<file path="config.mk">
export PLATFORM = sky130hd
export DESIGN_NAME = stereo_mixer_silence_gated_tap
export DESIGN_NICKNAME = d
export VERILOG_FILES = /design/src/hdl/smsgt_pkg.sv /design/src/hdl/stereo_mixer_silence_gated_tap.sv /design/src/hdl/smsgt_accum.sv /design/src/hdl/smsgt_tap.sv /design/src/hdl/smsgt_gate.sv
export SDC_FILE = /design/constraint.sdc
export NUM_CORES = 1
export LEC_CHECK = 0
export ABC_AREA = 0
export BUFFER_PORTS_ARGS = -buffer_cell sky130_fd_sc_hd__buf_2
export CAP_MARGIN = 25
export CORE_ASPECT_RATIO = 1.2
export CORE_UTILIZATION = 40
export DETAILED_ROUTE_END_ITERATION = 7
export GPL_TIMING_DRIVEN = 0
export HOLD_SLACK_MARGIN = 0.02
export PLACE_DENSITY_LB_ADDON = 0.1
export SLEW_MARGIN = 20
export SYNTH_ARGS = -nofsm -noshare
export SYNTH_HDL_FRONTEND = slang
export SYNTH_SLANG_ARGS = --single-unit
</file>
<file path="constraint.sdc">
create_clock -name clock -period 6.3 [get_ports clock]
set_input_delay 0.945 -clock clock [delete_from_list [all_inputs] [get_ports clock]]
set_output_delay 0.945 -clock clock [all_outputs]
set_load 0.1 [all_outputs]
</file>
<file path="src/hdl/smsgt_pkg.sv">
package smsgt_pkg;

   // Tap channel selection
   typedef enum logic [1:0] {
      MODE_LEFT   = 2'd0,
      MODE_RIGHT  = 2'd1,
      MODE_MIXED  = 2'd2,
      MODE_STEREO = 2'd3
   } chan_mode_type;

   // Register indexes on the csr port
   localparam int unsigned CsrIndexWidth = 4;
   localparam logic [CsrIndexWidth-1:0] CSR_NET_COPY_ENABLE = 4'd0;
   localparam logic [CsrIndexWidth-1:0] CSR_CHANNEL_MODE    = 4'd1;
   localparam logic [CsrIndexWidth-1:0] CSR_RECORD_ENABLE   = 4'd2;
   localparam logic [CsrIndexWidth-1:0] CSR_SILENCE_LIMIT   = 4'd3;

   localparam int unsigned CsrDataWidth = 24;

   typedef struct packed {
      logic signed [15:0] left_in;
      logic signed [15:0] right_in;
      logic               last_source;
   } req_item_type;

   typedef struct packed {
      logic signed [15:0] mixed_left;
      logic signed [15:0] mixed_right;
      logic               net_valid;
      logic signed [15:0] net_first;
      logic signed [15:0] net_second;
      logic               file_valid;
      logic signed [15:0] file_first;
      logic signed [15:0] file_second;
      logic               recording_active;
   } rsp_item_type;

   // One tap sample: mono in first, or left/right in stereo
   typedef struct packed {
      logic signed [15:0] first;
      logic signed [15:0] second;
   } tap_pair_type;

   // Recorder register writes
   typedef struct packed {
      logic                    rec_wr;
      logic                    rec_val;
      logic                    lim_wr;
      logic [CsrDataWidth-1:0] lim_val;
   } gate_cfg_type;

endpackage

</file>
<file path="src/hdl/stereo_mixer_silence_gated_tap.sv">
// Stereo mixer with network tap and silence-gated file tap.
// req channel: one item per source sample of a frame (left_in, right_in,
//   last_source). The item with last_source set closes the frame.
// rsp channel: one item per closed frame with the saturated mix, the network
//   tap (when enabled) and the file tap (when recording writes this frame).
// csr channel: register writes, csr_ready is always high; write only while
//   no frame item is in flight. 0 net copy enable, 1 channel mode,
//   2 record enable, 3 silence limit; other indexes are ignored.
// An accepted item is held in the input register; the result of a closing
//   item is loaded from there into the output register, where rsp_valid
//   rises and the result waits until it is taken.
// Throughput: one item per cycle while req_stall is low. Per item: one 32-bit
//   add and a saturate/compare step between the input and result registers.
// Stall: a stalled result holds in the output register; the input register
//   still drains items that do not close a frame, and req_stall rises only
//   when a closing item waits for a full output register.
// Reset: synchronous; clears the valid flags, tap and recorder registers,
//   accumulators and the silence count; both channels come up empty.
module stereo_mixer_silence_gated_tap (
   input  logic                                    clock,
   input  logic                                    reset,
   input  logic                                    req_valid,
   output logic                                    req_stall,
   input  smsgt_pkg::req_item_type                 req_item,
   output logic                                    rsp_valid,
   input  logic                                    rsp_stall,
   output smsgt_pkg::rsp_item_type                 rsp_item,
   input  logic                                    csr_valid,
   output logic                                    csr_ready,
   input  logic [smsgt_pkg::CsrIndexWidth-1:0]     csr_index,
   input  logic [smsgt_pkg::CsrDataWidth-1:0]      csr_data
);
   import smsgt_pkg::*;

   // Input register
   logic          s1_valid_ff, s1_valid_in;
   req_item_type  s1_item_ff, s1_item_in;

   // Result register
   logic          rsp_valid_ff, rsp_valid_in;
   rsp_item_type  rsp_item_ff, rsp_item_in;

   // Tap registers
   logic          net_en_ff, net_en_in;
   chan_mode_type mode_ff, mode_in;

   logic          csr_wr;
   gate_cfg_type  gate_cfg;

   logic          out_free;
   logic          s1_go;
   logic          frame_go;
   logic          s1_load;

   logic signed [15:0] sat_left, sat_right;
   logic          silent;
   logic          file_ok;
   logic          running_next;
   tap_pair_type  net_pair, file_pair;

   assign csr_ready = 1'b1;
   assign csr_wr    = csr_valid && csr_ready;

   // Flow control: non-closing items always drain, closing items need room
   assign out_free  = !rsp_valid_ff || !rsp_stall;
   assign s1_go     = s1_valid_ff && (!s1_item_ff.last_source || out_free);
   assign frame_go  = s1_go && s1_item_ff.last_source;
   assign s1_load   = !s1_valid_ff || s1_go;
   assign req_stall = !s1_load;

   assign s1_valid_in = s1_load ? req_valid : s1_valid_ff;
   assign s1_item_in  = (s1_load && req_valid) ? req_item : s1_item_ff;

   // Register writes
   always_comb begin
      net_en_in = net_en_ff;
      mode_in   = mode_ff;
      gate_cfg  = '0;
      gate_cfg.rec_val = csr_data[0];
      gate_cfg.lim_val = csr_data;
      if (csr_wr) begin
         unique case (csr_index)
            CSR_NET_COPY_ENABLE: net_en_in       = csr_data[0];
            CSR_CHANNEL_MODE:    mode_in         = chan_mode_type'(csr_data[1:0]);
            CSR_RECORD_ENABLE:   gate_cfg.rec_wr = 1'b1;
            CSR_SILENCE_LIMIT:   gate_cfg.lim_wr = 1'b1;
            default: begin
               net_en_in = net_en_ff;
            end
         endcase
      end
   end

   smsgt_accum u_accum (
      .clock     (clock),
      .reset     (reset),
      .go        (s1_go),
      .item      (s1_item_ff),
      .sat_left  (sat_left),
      .sat_right (sat_right)
   );

   assign silent = (sat_left == 16'sd0) && (sat_right == 16'sd0);

   smsgt_gate u_gate (
      .clock        (clock),
      .reset        (reset),
      .cfg          (gate_cfg),
      .frame_go     (frame_go),
      .silent       (silent),
      .file_ok      (file_ok),
      .running_next (running_next)
   );

   smsgt_tap u_net_tap (
      .mode   (mode_ff),
      .enable (net_en_ff),
      .left   (sat_left),
      .right  (sat_right),
      .pair   (net_pair)
   );

   smsgt_tap u_file_tap (
      .mode   (mode_ff),
      .enable (file_ok),
      .left   (sat_left),
      .right  (sat_right),
      .pair   (file_pair)
   );

   // Result register load
   always_comb begin
      rsp_item_in = rsp_item_ff;
      if (frame_go) begin
         rsp_item_in.mixed_left       = sat_left;
         rsp_item_in.mixed_right      = sat_right;
         rsp_item_in.net_valid        = net_en_ff;
         rsp_item_in.net_first        = net_pair.first;
         rsp_item_in.net_second       = net_pair.second;
         rsp_item_in.file_valid       = file_ok;
         rsp_item_in.file_first       = file_pair.first;
         rsp_item_in.file_second      = file_pair.second;
         rsp_item_in.recording_active = running_next;
      end
   end

   assign rsp_valid_in = frame_go || (rsp_valid_ff && rsp_stall);

   always_ff @(posedge clock) begin
      if (reset) begin
         s1_valid_ff  <= 1'b0;
         rsp_valid_ff <= 1'b0;
         net_en_ff    <= 1'b0;
         mode_ff      <= MODE_LEFT;
      end else begin
         s1_valid_ff  <= s1_valid_in;
         rsp_valid_ff <= rsp_valid_in;
         net_en_ff    <= net_en_in;
         mode_ff      <= mode_in;
      end
   end

   always_ff @(posedge clock) begin
      s1_item_ff  <= s1_item_in;
      rsp_item_ff <= rsp_item_in;
   end

   assign rsp_valid = rsp_valid_ff;
   assign rsp_item  = rsp_item_ff;

endmodule

</file>
<file path="src/hdl/smsgt_accum.sv">
module smsgt_accum (
   input  logic                       clock,
   input  logic                       reset,
   input  logic                       go,
   input  smsgt_pkg::req_item_type    item,
   output logic signed [15:0]         sat_left,
   output logic signed [15:0]         sat_right
);
   import smsgt_pkg::*;

   logic [31:0] acc_l_ff, acc_l_in;
   logic [31:0] acc_r_ff, acc_r_in;
   logic [31:0] sum_l, sum_r;

   function automatic logic signed [15:0] sat16(input logic [31:0] v);
      logic signed [15:0] res;
      if (v[31] && (v[30:15] != 16'hFFFF)) begin
         res = 16'sh8000;
      end else if (!v[31] && (v[30:15] != 16'h0000)) begin
         res = 16'sh7FFF;
      end else begin
         res = v[15:0];
      end
      return res;
   endfunction

   // 32-bit wrap-around accumulation
   assign sum_l = acc_l_ff + {{16{item.left_in[15]}}, item.left_in};
   assign sum_r = acc_r_ff + {{16{item.right_in[15]}}, item.right_in};

   assign sat_left  = sat16(sum_l);
   assign sat_right = sat16(sum_r);

   always_comb begin
      acc_l_in = acc_l_ff;
      acc_r_in = acc_r_ff;
      if (go) begin
         acc_l_in = item.last_source ? 32'd0 : sum_l;
         acc_r_in = item.last_source ? 32'd0 : sum_r;
      end
   end

   always_ff @(posedge clock) begin
      if (reset) begin
         acc_l_ff <= 32'd0;
         acc_r_ff <= 32'd0;
      end else begin
         acc_l_ff <= acc_l_in;
         acc_r_ff <= acc_r_in;
      end
   end

endmodule

</file>
<file path="src/hdl/smsgt_tap.sv">
module smsgt_tap (
   input  smsgt_pkg::chan_mode_type  mode,
   input  logic                      enable,
   input  logic signed [15:0]        left,
   input  logic signed [15:0]        right,
   output smsgt_pkg::tap_pair_type   pair
);
   import smsgt_pkg::*;

   logic signed [16:0] pair_sum;
   logic signed [16:0] pair_adj;
   logic signed [16:0] avg;

   // (L+R)/2 toward zero: bias negative sums by one before the shift
   assign pair_sum = 17'(left) + 17'(right);
   assign pair_adj = pair_sum + {16'd0, pair_sum[16]};
   assign avg      = pair_adj >>> 1;

   always_comb begin
      pair = '0;
      if (enable) begin
         unique case (mode)
            MODE_LEFT: begin
               pair.first = left;
            end
            MODE_RIGHT: begin
               pair.first = right;
            end
            MODE_MIXED: begin
               pair.first = avg[15:0];
            end
            MODE_STEREO: begin
               pair.first  = left;
               pair.second = right;
            end
            default: begin
               pair = '0;
            end
         endcase
      end
   end

endmodule

</file>
<file path="src/hdl/smsgt_gate.sv">
module smsgt_gate (
   input  logic                      clock,
   input  logic                      reset,
   input  smsgt_pkg::gate_cfg_type   cfg,
   input  logic                      frame_go,
   input  logic                      silent,
   output logic                      file_ok,
   output logic                      running_next
);
   import smsgt_pkg::*;

   logic                    rec_en_ff, rec_en_in;
   logic [CsrDataWidth-1:0] limit_ff, limit_in;
   logic [CsrDataWidth-1:0] count_ff, count_in;
   logic                    running_ff, running_in;

   logic                    frame_write;
   logic                    frame_running;
   logic [CsrDataWidth-1:0] frame_count;

   // Frame decision
   always_comb begin
      frame_write   = 1'b0;
      frame_running = running_ff;
      frame_count   = count_ff;
      if (rec_en_ff) begin
         if (!silent) begin
            frame_running = 1'b1;
            frame_write   = 1'b1;
            frame_count   = '0;
         end else if (limit_ff == '0) begin
            frame_write = 1'b1;
            frame_count = '0;
         end else if (count_ff < limit_ff) begin
            frame_write = 1'b1;
            frame_count = count_ff + 1'b1;
         end else begin
            frame_running = 1'b0;
         end
      end
   end

   assign running_next = frame_running;
   assign file_ok      = frame_write && frame_running;

   always_comb begin
      rec_en_in  = rec_en_ff;
      limit_in   = limit_ff;
      count_in   = count_ff;
      running_in = running_ff;
      priority if (cfg.rec_wr) begin
         rec_en_in  = cfg.rec_val;
         running_in = cfg.rec_val;
         count_in   = '0;
      end else if (cfg.lim_wr) begin
         limit_in = cfg.lim_val;
         count_in = '0;
      end else if (frame_go) begin
         count_in   = frame_count;
         running_in = frame_running;
      end
   end

   always_ff @(posedge clock) begin
      if (reset) begin
         rec_en_ff  <= 1'b0;
         limit_ff   <= '0;
         count_ff   <= '0;
         running_ff <= 1'b0;
      end else begin
         rec_en_ff  <= rec_en_in;
         limit_ff   <= limit_in;
         count_ff   <= count_in;
         running_ff <= running_in;
      end
   end

endmodule

</file>
==> results.yml <==
run_status:
  run_status: "complete, but fails checks"
  violations: "negative setup slack"
global_routing:
  grt_pass1_vias: 14565
  grt.total_usage: 0.252
  grt_start_max_net_pins: 77
  grt_pass1_wl_um: 80900
  grt_overflow: 0
  antenna_found_initial: 0
placement:
  globalplace.congestion: 0.926
  place_area_um2: 17600
  place_hpwl_um: 39300
  port_buffers: 164
  dp_slack_ps: -2350
sta:
  period_minus_slack_ps: 6390
  worst_slew_pin_slew_ps: 914
  skew_ps: 24.8
  maxSlewViolCount: 0
  layout_setup_ws_ps: -92.8
  hold_viol_final: 0
  timing.fmax_ghz: 0.156
  max_slew_margin: 0.388
  finalCritPeriodShare: 1.01
  setup_viol: 8
  hold_slack_ps: 473
  rsz0062_at_grt: "true"
yosys:
  synth-edff-count: 132
  ys_warn_count: 0
  netlist_area_um2: 16100
  synth_cells: 1791
  syn_avg_cell_area_um2: 8.97
  synthArstFlopShare: 0
  synth_cell_type_count: 94
  syn_nets: 1966
  synth_flop_cell: "edfxtp_1"
  ys_seq_area_frac: 0.395
  synth-seq-cells: 251
floorplanning:
  die_area_um2: 41000
  start_util: 0.405
  rows: 80
  core-area_um2: 39600
  io_pins: 168
  die_x_um: 185
  die_y_um: 222
critical_path:
  critPathMaxFanout: 8
  crit_family: "compound AO/OA/AOI/OAI gates"
  startpoint_type: "flop"
  arrival_ps: 6690
  required_ps: 6600
  slowest_stage: "edfxtp_1"
  critPathMaxStageDelay_ps: 410
  crit_type: "flop to flop"
  worst-path-buf-inv: 4
  end_kind: "flop"
clock_tree:
  clk_latency_ps: 570
  root_buffer: "clkbuf_16"
  cts_buffers: 28
  cts.hold.buffers_added: 0
  h-tree-depth: 1
  clockBufferDepth: 3
  clk_pin_slew_ps: 60
  cts_num_sinks: 251
  cts_tree: "yes"
power_and_ir_drop:
  seqPwrFrac: 0.362
  p_clk_frac: 0.326
  p_leak_nw: 8.26
  power.density_nw_per_um2: 242
  p_int_w: 0.00331
  p_comb_frac: 0.312
  ir_drop_v: 0.000186
  p_sw_frac: 0.335
  switchingPower_w: 0.00167
routing:
  antenna_left: 0
  via_count: 15167
  drtIter0Drc: 1064
  routed_via_density: 5.80
  totalWireLength_um: 53000
  wire_per_inst_um: 20.2
  drc: 0
  dr.pass1.iters: 5
layout:
  antennaDiodeCount: 0
  syn_to_final_growth_pct: 28.2
  drive_above_1_share: 0.273
  utilization: 0.520
  num-fill-cells: 3749
  nNetsFinal: 2237
  final_cell_area_um2: 20600
hold_path:
  holdCritPathClass: "flop to flop"
run:
  max_cap_viol_count: 0
[routing by layer]
layer / vias up / wire length (um) / GRT usage
met2: 442 / 26000 / 0.435
li1: 7296 / - / -
met5: - / 0 / 0
met4: 0 / 1820 / 0.0898
met3: 103 / 2720 / 0.0314
met1: 7326 / 22400 / 0.320
[Yosys cell counts (11+ instances only)]
library cell | count | area [um^2]
ha_1 | 106 | 1330
a21oi_1 | 130 | 651
dfxtp_1 | 119 | 2380
or2_2 | 24 | 150
and2_1 | 20 | 125
nor2b_1 | 19 | 119
nand2_1 | 164 | 616
inv_1 | 72 | 270
nor2_1 | 161 | 604
nor3_1 | 53 | 265
o21a_1 | 17 | 128
xnor2_1 | 31 | 272
o31a_1 | 13 | 114
a221oi_1 | 11 | 96.3
o211ai_1 | 17 | 128
nor4_1 | 34 | 213
xor2_1 | 23 | 201
o21ai_0 | 69 | 345
nand3_1 | 35 | 175
a31oi_1 | 16 | 100
nand2b_1 | 14 | 87.6
and3_1 | 60 | 375
clkbuf_1 | 74 | 278
a21o_1 | 43 | 323
a211o_1 | 16 | 140
edfxtp_1 | 132 | 3960
nand4_1 | 26 | 163
a211oi_1 | 22 | 165
a22oi_1 | 48 | 360
or3_1 | 25 | 156
[final timing paths]
check | endpoint | depth (start not counted) | slack (ps) | startpoint
hold / removal | u_gate.limit_ff[15] | 2 | 470 | u_gate.limit_ff[15]
hold reg to reg | u_gate.limit_ff[15] | 2 | 470 | u_gate.limit_ff[15]
setup reg to reg | rsp_item[65] | 26 | -90 | s1_item_ff[2]
setup / recovery | rsp_item[65] | 26 | -90 | s1_item_ff[2]
[registers in the layout (all words and copies together) (netlist names)]
signal	count
rsp_item	99
s1_item_ff	33
u_accum.acc_l_ff	32
u_accum.acc_r_ff	32
u_gate.count_ff	24
u_gate.limit_ff	24
mode_ff	2
net_en_ff	1
rsp_valid	1
s1_valid_ff	1
u_gate.rec_en_ff	1
u_gate.running_ff	1
[what timing repair did]
item                       in CTS  in global routing
gates resized for setup       202                114
pin swaps                      75                 63
setup endpoints to repair      32                 32
buffers inserted               65                 25
cloned                          1                  0
[cell usage in the layout, fill, tap and decap left out, drive strengths merged, types with 10 or more instances in the layout]
| cell | count |
|---|---|
| clkbuf | 93 |
| a21oi | 130 |
| nand4 | 27 |
| o32ai | 10 |
| nand2 | 164 |
| nand2b | 14 |
| a21o | 43 |
| or2 | 25 |
| edfxtp | 132 |
| nor2 | 162 |
| nor4 | 35 |
| nor3 | 53 |
| nor2b | 19 |
| a211oi | 24 |
| o31a | 13 |
| ha | 106 |
| and3 | 62 |
| nand3 | 36 |
| buf | 277 |
| xnor2 | 31 |
| and2 | 20 |
| dfxtp | 119 |
| a211o | 16 |
| o21ai | 78 |
| a221oi | 13 |
| o211ai | 17 |
| or3 | 25 |
| inv | 73 |
| a31oi | 16 |
| o21a | 17 |
| a22oi | 48 |
| xor2 | 23 |
[cell families (layout without fill, tap and decap cells)]
group | after synthesis | after routing | share of synthesized area
AND/OR/NAND/NOR | 679 | 679 | 0.214
other | 1 | 1 | 0.000233
XOR/XNOR | 54 | 54 | 0.0294
buffers and inverters | 162 | 455 | 0.0393
flip-flops | 251 | 251 | 0.395
adder cells (fa/ha/maj) | 109 | 109 | 0.0863
AO/OA/AOI/OAI | 528 | 528 | 0.231
multiplexers | 7 | 7 | 0.00444
[worst reg2reg max path, cell delays in order, from the launching register on]
cell	delay, ps
edfxtp_1	410
ha_1	340
a211oi_1	300
o21bai_2	180
o211ai_1	360
nand2_1	190
a311o_1	390
a211o_1	320
a2111o_1	390
o21ai_4	200
buf_12	150
a31oi_4	90
buf_12	160
ha_4	190
or3_4	390
nand4_1	110
a211oi_2	60
o21a_1	220
a311o_1	310
inv_1	80
ha_2	170
nand4_1	130
buf_4	190
nor4_4	230
xor2_1	120
a221oi_2	340
nor3_1	80
[through the flow]
step	cells	total power [W]	TNS [ps]
4_1_cts	2598	0.00491	-378
2_1_floorplan	1791	0.00267	0
5_1_grt	2617	0.00518	-6730
3_5_place_dp	2490	0.00298	-59920
3_3_place_gp	2488	0.00298	-60910
6_report	2617	0.00498	-280
[power groups by stage]
| stage | Sequential (W) | Combinational [W] | Clock, W |
|---|---|---|---|
| 2_1_floorplan | 0.00196 | 0.000711 | 0 |
| 3_3_place_gp | 0.00184 | 0.00114 | 0 |
| 3_5_place_dp | 0.00184 | 0.00114 | 0 |
| 4_1_cts | 0.00180 | 0.00145 | 0.00166 |
| 5_1_grt | 0.00180 | 0.00166 | 0.00171 |
| 6_report | 0.00180 | 0.00155 | 0.00162 |
[cell type report]
| cell class | instances | area [um^2] | area share |
|---|---|---|---|
| Buffer | 73 | 377 | 0.0183 |
| Clock buffer | 41 | 811 | 0.0394 |
| Clock inverter | 11 | 96.3 | 0.00468 |
| Inverter | 73 | 283 | 0.0137 |
| Multi-Input combinational cell | 1378 | 10400 | 0.504 |
| Sequential cell | 251 | 6350 | 0.308 |
| Tap cell | 533 | 667 | 0.0324 |
| Timing Repair Buffer | 257 | 1640 | 0.0795 |
Note: power is estimated with default switching activity, not from simulation.
